--- config.mk ---
export PLATFORM = sky130hd
export DESIGN_NAME = lc3b_instruction_encoder
export DESIGN_NICKNAME = d
export VERILOG_FILES = /design/src/hdl/lc3b_enc_pkg.sv /design/src/hdl/lc3b_enc_pcrel.sv /design/src/hdl/lc3b_enc_core.sv /design/src/hdl/lc3b_instruction_encoder.sv
export SDC_FILE = /design/constraint.sdc
export NUM_CORES = 1
export LEC_CHECK = 0
export BUFFER_PORTS_ARGS = -buffer_cell sky130_fd_sc_hd__buf_2
export CAP_MARGIN = 5
export CORE_MARGIN = 1
export CORE_UTILIZATION = 45
export DETAILED_ROUTE_END_ITERATION = 10
export GPL_TIMING_DRIVEN = 0
export PLACE_DENSITY = 0.74
export SKIP_LAST_GASP = 1
export SLEW_MARGIN = 20
export SYNTH_ARGS = -nofsm -noshare
export SYNTH_HDL_FRONTEND = slang
export SYNTH_SLANG_ARGS = --single-unit
--- constraint.sdc ---
create_clock -name clock -period 16.57 [get_ports clock]
set_clock_uncertainty 0.15 [all_clocks]
set_input_delay 0 -clock clock [delete_from_list [all_inputs] [get_ports clock]]
set_output_delay 0 -clock clock [all_outputs]
set_load 0.02 [all_outputs]
--- src/hdl/lc3b_enc_pkg.sv ---
`default_nettype none

package lc3b_enc_pkg;

   // opcode numbers as carried in the func field
   localparam logic [4:0] FN_BR   = 5'd0;
   localparam logic [4:0] FN_ADD  = 5'd1;
   localparam logic [4:0] FN_LDB  = 5'd2;
   localparam logic [4:0] FN_STB  = 5'd3;
   localparam logic [4:0] FN_JSR  = 5'd4;
   localparam logic [4:0] FN_AND  = 5'd5;
   localparam logic [4:0] FN_LDW  = 5'd6;
   localparam logic [4:0] FN_STW  = 5'd7;
   localparam logic [4:0] FN_RTI  = 5'd8;
   localparam logic [4:0] FN_XOR  = 5'd9;
   localparam logic [4:0] FN_JMP  = 5'd12;
   localparam logic [4:0] FN_SHF  = 5'd13;
   localparam logic [4:0] FN_LEA  = 5'd14;
   localparam logic [4:0] FN_TRAP = 5'd15;
   localparam logic [4:0] FN_FILL = 5'd16;

   // steering values
   localparam logic [2:0] STEER_JSR  = 3'd1;
   localparam logic [2:0] STEER_HALT = 3'd1;

   // operand ranges
   localparam logic signed [16:0] IMM5_MAX   = 17'sd15;
   localparam logic signed [16:0] IMM5_MIN   = -17'sd16;
   localparam logic signed [16:0] OFF6_MAX   = 17'sd31;
   localparam logic signed [16:0] OFF6_MIN   = -17'sd32;
   localparam logic signed [16:0] AMT4_MAX   = 17'sd15;
   localparam logic signed [16:0] TRAP_MAX   = 17'sd255;
   localparam logic signed [16:0] FILL_MIN   = -17'sd32768;
   localparam logic signed [16:0] ZERO_VALUE = 17'sd0;

   // fixed word fragments
   localparam logic [15:0] IMM_FLAG    = 16'h0020;
   localparam logic [15:0] NOT_LOW     = 16'd63;
   localparam logic [15:0] HALT_VECTOR = 16'd37;
   localparam logic [15:0] RET_BASE    = 16'h01C0;
   localparam logic [15:0] JSR_FLAG    = 16'h0800;

   typedef enum logic [2:0] {
      ST_OK         = 3'd0,
      ST_BAD_OPCODE = 3'd1,
      ST_BAD_ARG    = 3'd2,
      ST_RANGE      = 3'd3,
      ST_NO_LABEL   = 3'd4,
      ST_NOT_HEX    = 3'd5
   } status_type;

   // pc-relative offset and its range flags
   typedef struct packed {
      logic        fits9;
      logic        fits11;
      logic [8:0]  off9;
      logic [10:0] off11;
   } pcrel_type;

   // one line as held in the input register
   typedef struct packed {
      logic [4:0]         func;
      logic [2:0]         steer;
      logic [2:0]         arg_count;
      logic [2:0]         first_reg;
      logic [2:0]         second_reg;
      logic [2:0]         third_reg;
      logic [2:0]         reg_valid_mask;
      logic signed [16:0] number;
      logic               number_is_hex;
      logic               label_found;
      logic [15:0]        label_address;
   } line_type;

   typedef struct packed {
      logic [15:0] word;
      status_type  status;
   } result_type;

endpackage

`default_nettype wire

--- src/hdl/lc3b_enc_pcrel.sv ---
`default_nettype none

module lc3b_enc_pcrel import lc3b_enc_pkg::*; (
   input  wire logic [15:0] target,
   input  wire logic [15:0] location,
   output pcrel_type        pcrel
);

   logic signed [17:0] diff;
   logic signed [17:0] diff_adj;
   logic [16:0]        quot;

   // distance from location + 2, without 16-bit wrap
   assign diff = $signed({2'b00, target}) - $signed({2'b00, location}) - 18'sd2;

   // halve, truncating toward zero
   assign diff_adj = diff + $signed({17'd0, diff[17] & diff[0]});
   assign quot     = diff_adj[17:1];

   // in range when the upper bits are all copies of the sign
   assign pcrel.fits9  = (quot[16:8] == '0) || (quot[16:8] == '1);
   assign pcrel.fits11 = (quot[16:10] == '0) || (quot[16:10] == '1);
   assign pcrel.off9   = quot[8:0];
   assign pcrel.off11  = quot[10:0];

endmodule

`default_nettype wire

--- src/hdl/lc3b_enc_core.sv ---
`default_nettype none

module lc3b_enc_core import lc3b_enc_pkg::*; (
   input  wire line_type    line,
   input  wire pcrel_type   pcrel,
   output result_type       result
);

   logic        ok1;
   logic        ok2;
   logic        ok3;
   logic        num3;
   logic [15:0] word;
   status_type  st;

   // operand usability
   assign ok1  = (line.arg_count > 3'd0) && line.reg_valid_mask[0];
   assign ok2  = (line.arg_count > 3'd1) && line.reg_valid_mask[1];
   assign ok3  = (line.arg_count > 3'd2) && line.reg_valid_mask[2];
   assign num3 = (line.arg_count > 3'd2) && !line.reg_valid_mask[2];

   // encode and check one line
   always_comb begin
      word = (line.func[4] == 1'b0) ? {line.func[3:0], 12'd0} : 16'd0;
      st   = ST_OK;
      case (line.func)
         FN_BR: begin
            if (line.arg_count >= 3'd2) begin
               st = ST_BAD_ARG;
            end else if (line.steer == 3'd0) begin
               if (line.arg_count >= 3'd1) st = ST_BAD_ARG;
            end else if (line.arg_count < 3'd1 || !line.label_found) begin
               st = ST_NO_LABEL;
            end else if (!pcrel.fits9) begin
               st = ST_RANGE;
            end else begin
               word = word | {4'd0, line.steer, pcrel.off9};
            end
         end
         FN_ADD, FN_AND, FN_XOR: begin
            if (line.arg_count >= 3'd4 || !ok1 || !ok2) begin
               st = ST_BAD_ARG;
            end else begin
               word = word | {4'd0, line.first_reg, line.second_reg, 6'd0};
               if (line.func == FN_XOR && line.steer != 3'd0) begin
                  if (line.arg_count >= 3'd3) st = ST_BAD_ARG;
                  else word = word | NOT_LOW;
               end else if (ok3) begin
                  word = word | {13'd0, line.third_reg};
               end else if (!num3) begin
                  st = ST_BAD_ARG;
               end else if (line.number > IMM5_MAX || line.number < IMM5_MIN) begin
                  st = ST_RANGE;
               end else begin
                  word = word | IMM_FLAG | {11'd0, line.number[4:0]};
               end
            end
         end
         FN_LDB, FN_STB, FN_LDW, FN_STW: begin
            if (line.arg_count >= 3'd4 || !ok1 || !ok2 || !num3) begin
               st = ST_BAD_ARG;
            end else if (line.number > OFF6_MAX || line.number < OFF6_MIN) begin
               st = ST_RANGE;
            end else begin
               word = word | {4'd0, line.first_reg, line.second_reg, line.number[5:0]};
            end
         end
         FN_JSR: begin
            if (line.arg_count >= 3'd2) begin
               st = ST_BAD_ARG;
            end else if (line.steer == STEER_JSR) begin
               if (line.arg_count < 3'd1 || !line.label_found) st = ST_NO_LABEL;
               else if (!pcrel.fits11) st = ST_RANGE;
               else word = word | JSR_FLAG | {5'd0, pcrel.off11};
            end else begin
               if (!ok1) st = ST_BAD_ARG;
               else word = word | {7'd0, line.first_reg, 6'd0};
            end
         end
         FN_RTI: begin
            // operands ignored
            word = word;
         end
         FN_JMP: begin
            if (line.arg_count >= 3'd2) begin
               st = ST_BAD_ARG;
            end else if (line.steer == 3'd0) begin
               if (!ok1) st = ST_BAD_ARG;
               else word = word | {7'd0, line.first_reg, 6'd0};
            end else begin
               if (line.arg_count >= 3'd1) st = ST_BAD_ARG;
               else word = word | RET_BASE;
            end
         end
         FN_SHF: begin
            if (line.arg_count >= 3'd4 || !ok1 || !ok2 || !num3) begin
               st = ST_BAD_ARG;
            end else if (line.number > AMT4_MAX || line.number < ZERO_VALUE) begin
               st = ST_RANGE;
            end else begin
               word = word | {4'd0, line.first_reg, line.second_reg,
                              line.steer[1:0], line.number[3:0]};
            end
         end
         FN_LEA: begin
            if (line.arg_count < 3'd2 || !line.label_found) begin
               st = ST_NO_LABEL;
            end else if (!ok1 || line.arg_count >= 3'd3) begin
               st = ST_BAD_ARG;
            end else if (!pcrel.fits9) begin
               st = ST_RANGE;
            end else begin
               word = word | {4'd0, line.first_reg, pcrel.off9};
            end
         end
         FN_TRAP: begin
            if (line.arg_count >= 3'd2) begin
               st = ST_BAD_ARG;
            end else if (line.steer == STEER_HALT) begin
               if (line.arg_count >= 3'd1) st = ST_BAD_ARG;
               else word = word | HALT_VECTOR;
            end else if (line.arg_count < 3'd1 || line.reg_valid_mask[0]
                         || !line.number_is_hex) begin
               st = ST_NOT_HEX;
            end else if (line.number > TRAP_MAX || line.number < ZERO_VALUE) begin
               st = ST_RANGE;
            end else begin
               word = word | {8'd0, line.number[7:0]};
            end
         end
         FN_FILL: begin
            // upper bound is the widest value the field can hold
            if (line.arg_count != 3'd1 || line.reg_valid_mask[0]) begin
               st = ST_BAD_ARG;
            end else if (line.number < FILL_MIN) begin
               st = ST_RANGE;
            end else begin
               word = line.number[15:0];
            end
         end
         default: begin
            st = ST_BAD_OPCODE;
         end
      endcase
      if (st != ST_OK) word = 16'd0;
   end

   assign result.word   = word;
   assign result.status = st;

endmodule

`default_nettype wire

--- src/hdl/lc3b_instruction_encoder.sv ---
// LC-3b line encoder: one transaction in, one encoded word and status out.
// An accepted transaction passes the input register, then the encode logic and the result
// register, and rsp_valid rises once it is held in the result register.
// Throughput: one transaction per cycle while rsp_ready is high; a stalled result register
// also holds the input register. The location counter updates alongside. Reset (synchronous,
// active high) empties both registers and clears the location counter; a csr write loads it.
`default_nettype none

module lc3b_instruction_encoder import lc3b_enc_pkg::*; (
   input  wire logic               clock,
   input  wire logic               reset,
   input  wire logic               req_valid,
   output logic                    req_ready,
   input  wire logic [4:0]         req_func,
   input  wire logic [2:0]         req_steer,
   input  wire logic [2:0]         req_arg_count,
   input  wire logic [2:0]         req_first_reg,
   input  wire logic [2:0]         req_second_reg,
   input  wire logic [2:0]         req_third_reg,
   input  wire logic [2:0]         req_reg_valid_mask,
   input  wire logic signed [16:0] req_number,
   input  wire logic               req_number_is_hex,
   input  wire logic               req_label_found,
   input  wire logic [15:0]        req_label_address,
   output logic                    rsp_valid,
   input  wire logic               rsp_ready,
   output logic [15:0]             rsp_word,
   output logic [2:0]              rsp_status,
   input  wire logic               csr_wr_en,
   input  wire logic [15:0]        csr_wr_data
);

   logic        in_valid_ff;
   logic        in_valid_in;
   line_type    line_ff;
   line_type    line_in;
   logic        out_valid_ff;
   logic        out_valid_in;
   result_type  result_ff;
   result_type  result_in;
   logic [15:0] lc_ff;
   logic [15:0] lc_in;
   logic        advance;
   logic        take;
   pcrel_type   pcrel;

   // handshake: the input stage moves on when the result register is free
   assign advance   = in_valid_ff && (!out_valid_ff || rsp_ready);
   assign req_ready = !in_valid_ff || advance;
   assign take      = req_valid && req_ready;

   // input register
   assign in_valid_in = take || (in_valid_ff && !advance);
   always_comb begin
      line_in = line_ff;
      if (take) begin
         line_in.func           = req_func;
         line_in.steer          = req_steer;
         line_in.arg_count      = req_arg_count;
         line_in.first_reg      = req_first_reg;
         line_in.second_reg     = req_second_reg;
         line_in.third_reg      = req_third_reg;
         line_in.reg_valid_mask = req_reg_valid_mask;
         line_in.number         = req_number;
         line_in.number_is_hex  = req_number_is_hex;
         line_in.label_found    = req_label_found;
         line_in.label_address  = req_label_address;
      end
   end

   // encode stage
   lc3b_enc_pcrel u_pcrel (
      .target   (line_ff.label_address),
      .location (lc_ff),
      .pcrel    (pcrel)
   );

   lc3b_enc_core u_core (
      .line   (line_ff),
      .pcrel  (pcrel),
      .result (result_in)
   );

   // result register
   assign out_valid_in = advance || (out_valid_ff && !rsp_ready);

   // location counter: load on csr write, step by two on a good word
   always_comb begin
      lc_in = lc_ff;
      if (csr_wr_en) begin
         lc_in = csr_wr_data;
      end else if (advance && result_in.status == ST_OK) begin
         lc_in = lc_ff + 16'd2;
      end
   end

   always_ff @(posedge clock) begin
      if (reset) begin
         in_valid_ff  <= 1'b0;
         out_valid_ff <= 1'b0;
         lc_ff        <= 16'd0;
      end else begin
         in_valid_ff  <= in_valid_in;
         out_valid_ff <= out_valid_in;
         lc_ff        <= lc_in;
      end
   end

   always_ff @(posedge clock) begin
      line_ff <= line_in;
      if (advance) begin
         result_ff <= result_in;
      end
   end

   assign rsp_valid  = out_valid_ff;
   assign rsp_word   = result_ff.word;
   assign rsp_status = result_ff.status;

   // an error transaction carries a zero word
   assert property (@(posedge clock) disable iff (reset)
      (rsp_valid && rsp_status != ST_OK) |-> (rsp_word == 16'd0))
      else $error("error status with nonzero word");

   // a good word steps the location counter by two
   assert property (@(posedge clock) disable iff (reset)
      (advance && result_in.status == ST_OK && !csr_wr_en)
         |=> (lc_ff == $past(lc_ff) + 16'd2))
      else $error("location counter did not advance");

   // an error leaves the location counter alone
   assert property (@(posedge clock) disable iff (reset)
      (advance && result_in.status != ST_OK && !csr_wr_en) |=> $stable(lc_ff))
      else $error("location counter moved on error");

   // a waiting input transaction is never dropped while the result stalls
   assert property (@(posedge clock) disable iff (reset)
      (in_valid_ff && out_valid_ff && !rsp_ready) |=> in_valid_ff)
      else $error("input transaction lost under stall");

endmodule

`default_nettype wire
==> results of run 1 <==
[cell usage after synthesis, types with 4 or more instances]
cell type,instances,share of area (%)
a211oi_1,6,0.67
a21o_1,7,0.78
a21oi_1,44,3.3
a221oi_1,5,0.65
a22oi_1,9,1.0
a311oi_1,4,0.52
a31oi_1,9,0.83
and2_1,8,0.74
and3_1,12,1.1
and4_1,9,1.2
buf_2,8,0.59
clkbuf_1,14,0.78
dfxtp_1,18,5.3
edfxtp_1,77,34
ha_1,20,3.7
inv_1,39,2.2
nand2_1,49,2.7
nand2b_1,6,0.56
nand3_1,27,2.0
nand3b_1,5,0.56
nand4_1,18,1.7
nor2_1,60,3.3
nor2b_1,19,1.8
nor3_1,26,1.9
nor4_1,12,1.1
o211ai_1,10,1.1
o21a_1,4,0.45
o21ai_0,24,1.8
o21ai_1,7,0.52
o22ai_1,6,0.56
o31a_1,8,1.0
o32ai_1,6,0.78
or2_2,12,1.1
or3_1,13,1.2
xnor2_1,21,2.7
xor2_1,8,1.0
[per-layer routing]
layer | routed length, µm | vias to the layer above | share of wire, % | GRT usage [%]
met3 | 1230 | 27 | 6.5 | 3.61
met1 | 8740 | 3033 | 46 | 34.4
met5 | 0 | - | 0 | 0
li1 | - | 3172 | - | -
met2 | 8540 | 258 | 45 | 38.6
met4 | 362 | 0 | 1.9 | 9.00
[area by class of cell]
cell class	count	area, µm²
fillers	1263	6020
multi-input cells	563	3790
flip-flops and latches	95	2670
repair buffers	177	1290
well taps	184	230
clock buffers	9	225
inverters	39	146
plain buffers	28	139
clock inverters	6	70.1
[critical path, stage by stage, from the launching register on]
cell and delay, ps:
edfxtp_1 340, inv_1 40, ha_1 210, fa_1 420, xor2_1 280, ha_1 190
clkbuf_1 300, o2111ai_1 360, nor2_1 300, nand2_1 190, o41ai_2 570, nor2b_1 220
ha_1 180, nor2b_1 370, nand3_1 230, nor2_1 280, mux2i_1 250, xnor2_1 140
or3_1 390, nor3_2 230, nor3b_1 150, nor3b_2 430, buf_2 380, a41o_1 230
nand3_1 70, dlygate4sd3_1 560
[registers in the layout, indices dropped and copies added, names as in the netlist]
signal / flops
in_valid_ff: 1
lc_ff: 16
rsp_status: 3
rsp_word: 16
line_ff: 58
rsp_valid: 1
[cells by family after synthesis]
family	after synthesis	synth area share (%)
buffers and inverters	67	4.21
multiplexers	3	0.464
XOR/XNOR	31	4.34
flip-flops	95	39.6
AO/OA/AOI/OAI	207	22.9
adder cells (fa/ha/maj)	21	4.01
AND/OR/NAND/NOR	301	24.4
[how the worst max path moves through the flow]
stage	startpoint	endpoint	slack, ps	cells after the start
floorplan	line_ff[0]$_DFFE_PP_	lc_ff[12]$_SDFFE_PP0P_	10870	25
global placement	line_ff[0]$_DFFE_PP_	rsp_word[7]$_SDFFCE_PP0P_	9520	25
detailed placement	line_ff[0]$_DFFE_PP_	rsp_word[7]$_SDFFCE_PP0P_	9400	24
CTS	line_ff[0]$_DFFE_PP_	lc_ff[10]$_SDFFE_PP0P_	9060	25
global route	line_ff[0]$_DFFE_PP_	lc_ff[10]$_SDFFE_PP0P_	8390	25
finish	line_ff[0]$_DFFE_PP_	lc_ff[10]$_SDFFE_PP0P_	9000	25
[timing repair]
action,4_1_cts,5_1_grt
setup endpoints to repair,0,0
hold buffers,78,0
endpoints found under the hold margin,76,0
[per-stage QoR]
stage | util (%) | total power [mW]
3_5_place_dp | 51.3 | 0.489
2_1_floorplan | - | 0.438
3_3_place_gp | 51.2 | 0.486
6_report | 58.7 | 0.711
4_1_cts | 58.7 | 0.710
5_1_grt | 58.7 | 0.745
[power groups by stage]
stage | logic, mW | registers [mW] | clock network [mW]
after global placement | 0.198 | 0.289 | 0
after CTS | 0.216 | 0.283 | 0.211
after floorplan | 0.150 | 0.289 | 0
final | 0.219 | 0.283 | 0.208
after global routing | 0.240 | 0.285 | 0.220
after detailed placement | 0.201 | 0.288 | 0
==> impl_metrics.py, run 1 <==
metrics = {
    "routing": {
        "drc": 0,
        "wirelength_um": 18900,
        "routedWlPerCell_um": 17.1,
        "ant_nets": 0,
        "vias": 6490,
        "drtPass1Iterations": 5,
        "drt_iter0_markers": 736,
        "viasPerCell": 5.89,
    },
    "power": {
        "intPower_uw": 483,
        "comb_power_share_pct": 30.9,
        "leakagePower_nw": 3.20,
        "seq_power_share_pct": 39.9,
        "p_sw_uw": 228,
        "clkPwrFrac_pct": 29.2,
        "p_sw_share_pct": 32.1,
        "irDropWorstVdd_uv": 58.8,
        "p_per_area_mw_per_mm2": 83.0,
    },
    "layout": {
        "drive_above_1_share_pct": 18.8,
        "final_cell_mix": "buf_2, dlygate4sd3_1, edfxtp_1",
        "diodes": 0,
        "design_area_mm2": 0.00857,
        "final_cells": 1101,
        "layout_commonest_cell": "buf_2",
        "area_delta_synth_final_pct": 27.0,
        "nets": 1013,
    },
    "clock_tree": {
        "post-cts-setup-buffers": 0,
        "root_buffer": "clkbuf_16",
        "cts_buffers": 9,
        "clk-insertion-delay-late_ps": 360,
        "post_cts_resized": 0,
        "cts.sinks": 95,
        "htreeDepth": 3,
        "clock_path_buffers": 2,
        "clk_pin_slew_ps": 70,
        "cts_tree": "done",
    },
    "setup_path": {
        "r2r_slack_ps": 9000,
        "reg2reg_from": "line_ff[0]$_DFFE_PP_",
        "end_kind": "flip-flop",
        "worstSetupPathType": "reg -> reg",
        "worstPathArrival_ps": 7670,
        "reg2reg_depth": 25,
        "path_max_fanout": 10,
        "r2r_end": "lc_ff[10]$_SDFFE_PP0P_",
        "cp_data_required_time_ps": 16670,
        "startpoint_type": "flip-flop",
    },
    "min_path": {
        "hold_path.startpoint": "csr_wr_en",
        "hold_class": "in -> reg",
        "min_to": "lc_ff[7]$_SDFFE_PP0P_",
        "min_delay_path_depth": 4,
    },
    "grt": {
        "track_usage_pct": 24.6,
        "antenna_found_initial": 0,
        "grt_pass1_vias": 6198,
        "grt_max_degree": 44,
        "grt_pass1_wl_um": 30500,
        "grt-ovfl-total": 0,
    },
    "synthesis": {
        "avgSynthCellArea_um2": 9.30,
        "synth_flop_cell": "edfxtp_1",
        "yosysSeqAreaShare_pct": 39.6,
        "syn-cell-area_mm2": 0.00675,
        "synth_edf_count": 77,
        "postSynth.asyncResetShare_pct": 0,
        "ys_ff_latch": 95,
        "synth_cells": 725,
        "yosysWarningCount": 0,
        "synth_fp_nets": 825,
        "ys_types": 92,
    },
    "floorplanning": {
        "rows": 44,
        "fp.dieW_um": 124,
        "initial_core_util_pct": 46.2,
        "die_h_um": 124,
        "die_area_mm2": 0.0155,
        "io_pins": 100,
        "core_area_mm2": 0.0146,
    },
    "timing": {
        "fmax_ghz": 0.132,
        "max_slew_margin_pct": 46.3,
        "fin_crit_ps": 7570,
        "fin_ws_ps": 9000,
        "slew_viol_final": 0,
        "setup_viol": 0,
        "finalSetupTns_ps": 0,
        "worst_pin_slew_ps": 800,
        "hold_viol_final": 0,
        "period_share_pct": 45.7,
        "hold_ws_ps": 20.2,
        "rsz0062_at_grt": "no",
    },
    "flow_run": {
        "cap_violations": 0,
    },
    "placed_design": {
        "place_area_mm2": 0.00749,
        "gp_congestion": 0.922,
        "dp_cells": 1008,
        "dpl_worst_slack_ps": 9400,
        "dp_hpwl_um": 13400,
        "io_buffer_count": 98,
    },
    "run_status": {
        "status": "completed",
    },
}
Power figures use the tool's default switching activity.
==> run 2: changes to the inputs <==
Settings changed: ABC_AREA set to 1.
Clock period 16.57 ns to 7.6 ns, I/O delays scaled along.
==> impl_metrics.py, run 2 <==
metrics = {
    "clock_tree": {
        "post_cts_resized": 0,
        "root_buffer": "clkbuf_16",
        "cts_tree": "done",
        "clock_path_buffers": 2,
        "htreeDepth": 3,
        "clk_pin_slew_ps": 70,
        "cts_buffers": 9,
        "cts.sinks": 95,
        "post-cts-setup-buffers": 0,
        "clk-insertion-delay-late_ps": 360,
    },
    "placed_design": {
        "dp_cells": 1323,
        "dpl_worst_slack_ps": 1800,
        "gp_congestion": 0.949,
        "dp_hpwl_um": 14700,
        "io_buffer_count": 98,
    },
    "setup_path": {
        "worstPathArrival_ps": 6410,
        "reg2reg_from": "line_ff[0]$_DFFE_PP_",
        "cp_slowest_cell": "dlygate4sd3_1",
        "crit_path_start": "line_ff[0]$_DFFE_PP_",
        "critical-path-max-stage-delay_ps": 580,
        "startpoint_type": "flip-flop",
        "worstSetupPathType": "reg -> reg",
        "cp_data_required_time_ps": 7700,
        "critical-path-top-delay-family": "simple AND/OR/NAND/NOR gates",
        "path_buf_inv": 6,
        "path_max_fanout": 10,
        "crit_top_cell": "nand2_1",
        "end_kind": "flip-flop",
    },
    "routing": {
        "vias": 7371,
        "viasPerCell": 5.17,
        "wirelength_um": 19900,
        "drt_iter0_markers": 562,
        "drc": 0,
        "ant_nets": 0,
        "drtPass1Iterations": 5,
        "routedWlPerCell_um": 14.0,
    },
    "timing": {
        "period_share_pct": 83.1,
        "fin_ws_ps": 1290,
        "worst_pin_slew_ps": 838,
        "max_slew_margin_pct": 44.0,
        "fin_crit_ps": 6310,
        "finalSetupTns_ps": 0,
        "hold_viol_final": 0,
        "slew_viol_final": 0,
        "setup_viol": 0,
        "fmax_ghz": 0.158,
        "rsz0062_at_grt": "no",
        "hold_ws_ps": 203,
    },
    "power": {
        "leakagePower_nw": 4.14,
        "p_per_area_mw_per_mm2": 158,
        "irDropWorstVdd_uv": 153,
    },
    "layout": {
        "nFillCells": 1446,
        "layout_commonest_cell": "nand2_1",
        "fin_util_pct": 57.9,
        "drive_above_1_share_pct": 18.9,
        "area_delta_synth_final_pct": 26.2,
        "final_cells": 1425,
        "ff_latch_area_mm2": 0.00267,
        "multi_input_area_mm2": 0.00391,
        "diodes": 0,
        "largest_reg_flops": 58,
        "regMostFlops": "line_ff",
        "final_cell_mix": "nand2_1, inv_1, buf_2",
        "nets": 1304,
    },
    "synthesis": {
        "synth_common_cells": "nand2_1, inv_1, nor2_1",
        "synth_flop_cell": "edfxtp_1",
        "yosysMostFrequentCell": "nand2_1",
        "ys_ff_latch": 95,
        "synth_area_leaders": "edfxtp_1, nand2_1, inv_1, nand3_1, dfxtp_1",
        "postSynth.asyncResetShare_pct": 0,
        "synth_cells": 1009,
        "yosysWarningCount": 0,
        "synth_top_cell_by_area": "edfxtp_1",
        "syn-cell-area_mm2": 0.00726,
        "synth_edf_count": 77,
        "synth_fp_nets": 1109,
        "yosysSeqAreaShare_pct": 36.8,
        "yosys.area.top_type_share_pct": 31.8,
        "ys_types": 51,
        "avgSynthCellArea_um2": 7.20,
    },
    "floorplanning": {
        "io_pins": 100,
        "rows": 46,
        "initial_core_util_pct": 45.9,
        "die_area_mm2": 0.0166,
        "die_h_um": 129,
        "core_area_mm2": 0.0158,
        "fp.dieW_um": 129,
    },
    "grt": {
        "track_usage_pct": 24.6,
        "antenna_found_initial": 0,
        "grt-ovfl-total": 0,
        "grt_max_degree": 59,
        "grt_pass1_vias": 6875,
        "grt_pass1_wl_um": 31800,
    },
    "run_status": {
        "status": "completed",
    },
    "flow_run": {
        "cap_violations": 0,
    },
    "min_path": {
        "hold_class": "in -> reg",
        "hold_path.startpoint": "req_func[1]",
    },
}
## run 2: changes by cell type after synthesis, sizes merged, moves of 15 or more
cell / change
xnor2: -17
nor2b: -19
nor2: +55
or2: -15
inv: +128
nand2: +271
nand3: +73
## run 2: path summary, 6_finish.rpt
kind                      endpoint  slack [ps]  cells past startpoint
max reg2reg  lc_ff[7]$_SDFFE_PP0P_        1290                     42
min          line_ff[54]$_DFFE_PP_         200                      2
max          lc_ff[7]$_SDFFE_PP0P_        1290                     42
min reg2reg  lc_ff[0]$_SDFFE_PP0P_         320                      2
## run 2: layout make-up
type	count	area share, %
tap	216	2.95
inverter	170	6.99
multi-input combinational	735	42.6
buffer	9	0.601
sequential	95	29.2
clock inverter	6	0.410
timing repair buffer	184	14.7
clock buffer	10	2.50
## run 2: logic make-up (layout without fill, tap and decap cells)
kind of cell	after synthesis	count (layout)	share of synthesized area, %
AOI/OAI and AO/OA	115	115	10.1
xor gates and xnor gates	11	11	1.33
adders and majority gates	21	21	3.72
buffers and inverters	179	379	9.55
DFF	95	95	36.8
and+or+nand+nor	588	588	38.5
## run 2: per-layer routing
| layer | vias to the layer above | routed length, µm | global-route usage [%] |
|---|---|---|---|
| met1 | 3334 | 8330 | 30.2 |
| met3 | 32 | 1520 | 5.12 |
| li1 | 3707 | - | - |
| met5 | - | 0 | 0 |
| met2 | 298 | 9650 | 42.9 |
| met4 | 0 | 418 | 8.30 |
## run 2: stage by stage
| stage | area, µm² | total power [mW] |
|---|---|---|
| after CTS | 9160 | 1.45 |
| after floorplan | 7260 | 0.912 |
| final | 9160 | 1.45 |
| after global routing | 9160 | 1.52 |
| after global placement | 8020 | 1.00 |
| after detailed placement | 8040 | 1.01 |
## run 2: report_power, final
part | switching [mW] | total (mW) | internal (mW)
Combinational | 0.270 | 0.425 | 0.155
Clock | 0.189 | 0.409 | 0.220
Sequential | 0.0194 | 0.613 | 0.594
## run 2: what timing repair did
action / 4_1_cts / 5_1_grt
setup endpoints to repair: 0 / 0
hold buffers: 86 / 0
hold endpoints to repair: 76 / 0
==> run 3: changes to the inputs <==
Settings changed: PLACE_DENSITY 0.74 to 0.76.
Clock period 7.6 ns to 5.2 ns, I/O delays scaled along.
==> impl_metrics.py, run 3 (synthesized netlist as in run 2, its figures left out) <==
metrics = {
    "power": {
        "p_per_area_mw_per_mm2": 236,
        "leakagePower_nw": 4.44,
        "irDropWorstVdd_uv": 238,
    },
    "placed_design": {
        "dp_hpwl_um": 14900,
        "io_buffer_count": 98,
        "place_area_mm2": 0.00806,
        "gp_congestion": 0.943,
        "dpl_worst_slack_ps": -572,
    },
    "timing": {
        "hold_viol_final": 0,
        "period_share_pct": 100,
        "fmax_ghz": 0.192,
        "rsz0062_at_grt": "yes",
        "hold_ws_ps": 206,
        "setup_viol": 1,
        "slew_viol_final": 0,
        "fin_crit_ps": 5200,
        "max_slew_margin_pct": 32.5,
        "worst_pin_slew_ps": 1010,
        "fin_ws_ps": -0.334,
    },
    "setup_path": {
        "worstSetupPathType": "reg -> reg",
        "cp_data_required_time_ps": 5340,
        "end_kind": "flip-flop",
        "path_max_fanout": 5,
        "cp_slowest_cell": "fa_2",
        "critical-path-top-delay-family": "simple AND/OR/NAND/NOR gates",
        "path_buf_inv": 5,
        "crit_top_cell": "nor2_4",
        "critical-path-max-stage-delay_ps": 430,
        "startpoint_type": "flip-flop",
        "worstPathArrival_ps": 5340,
    },
    "floorplanning": {
        "initial_core_util_pct": 45.9,
        "io_pins": 100,
        "fp.dieW_um": 129,
        "die_h_um": 129,
        "rows": 46,
        "die_area_mm2": 0.0166,
        "core_area_mm2": 0.0158,
    },
    "clock_tree": {
        "cts.sinks": 95,
        "clk_pin_slew_ps": 70,
        "cts_buffers": 9,
        "htreeDepth": 3,
        "clk-insertion-delay-late_ps": 360,
        "clock_path_buffers": 2,
        "cts_tree": "done",
        "root_buffer": "clkbuf_16",
    },
    "layout": {
        "layout_commonest_cell": "nand2_1",
        "diodes": 0,
        "drive_above_1_share_pct": 28.3,
        "area_delta_synth_final_pct": 38.1,
        "final_cell_mix": "nand2_1, inv_1, buf_2",
        "nFillCells": 1267,
        "design_area_mm2": 0.0100,
        "nets": 1340,
        "fin_util_pct": 63.4,
        "regMostFlops": "line_ff",
        "largest_reg_flops": 58,
    },
    "grt": {
        "grt_pass1_wl_um": 34500,
        "grt_max_degree": 55,
        "grt_pass1_vias": 7436,
        "track_usage_pct": 26.6,
        "antenna_found_initial": 0,
        "grt-ovfl-total": 0,
    },
    "routing": {
        "ant_nets": 0,
        "drt_iter0_markers": 782,
        "routedWlPerCell_um": 15.2,
        "wirelength_um": 22200,
        "viasPerCell": 5.33,
        "drc": 0,
        "drtPass1Iterations": 6,
        "vias": 7785,
    },
    "min_path": {
        "hold_class": "in -> reg",
    },
    "run_status": {
        "status": "finished with violations",
        "violations": "setup timing",
    },
    "flow_run": {
        "cap_violations": 0,
    },
}
## run 3: changes by cell type in the layout (fill, tap and decap cells not counted), moves of 10 or more
cell	delta
buf_4	+35
nand3_1	-12
nand2_2	+15
ha_1	-13
nand2_1	-23
nor2_1	-10
## run 3: cell type report
| type | count | area, µm² | share of cell area [%] |
|---|---|---|---|
| Multi-Input combinational cell | 735 | 4370 | 43.6 |
| Sequential cell | 95 | 2680 | 26.7 |
| Timing Repair Buffer | 220 | 1670 | 16.7 |
| Inverter | 170 | 646 | 6.44 |
| Tap cell | 216 | 270 | 2.70 |
| Clock buffer | 9 | 225 | 2.25 |
| Clock inverter | 7 | 96.3 | 0.961 |
| Buffer | 9 | 65.1 | 0.649 |
## run 3: through the flow
| stage | total power [mW] | TNS, ps | instances |
|---|---|---|---|
| floorplan | 1.33 | 0 | 1009 |
| global placement | 1.47 | -11380 | 1323 |
| detailed placement | 1.48 | -13540 | 1324 |
| CTS | 2.30 | -20.4 | 1452 |
| global route | 2.48 | -4960 | 1461 |
| finish | 2.37 | -0.334 | 1461 |
## run 3: timing repair
item,4_1_cts,5_1_grt
hold buffers,79,0
pin swaps,18,20
gates cloned,1,0
gates resized for setup,71,52
endpoints found under the setup margin,31,32
hold endpoints to repair,80,0
setup buffers,33,11
## run 3: final timing paths
kind | from | endpoint | slack, ps | depth (start not counted)
max | line_ff[0]$_DFFE_PP_ | lc_ff[6]$_SDFFE_PP0P_ | -0.3 | 38
min | req_label_address[5] | line_ff[5]$_DFFE_PP_ | 210 | 2
max reg2reg | line_ff[0]$_DFFE_PP_ | lc_ff[6]$_SDFFE_PP0P_ | -0.3 | 38
min reg2reg | lc_ff[0]$_SDFFE_PP0P_ | lc_ff[0]$_SDFFE_PP0P_ | 320 | 2
## run 3: metal layers
layer	track usage, %	vias up	share of wire [%]
met5	0	-	0
met4	11.0	0	3.1
met3	6.07	58	7.6
met2	47.0	350	50
met1	31.2	3597	39
li1	-	3780	-
## run 3: where the power goes
group	switching, mW	internal (mW)
Combinational	0.468	0.290
Sequential	0.0307	0.868
Clock	0.288	0.423
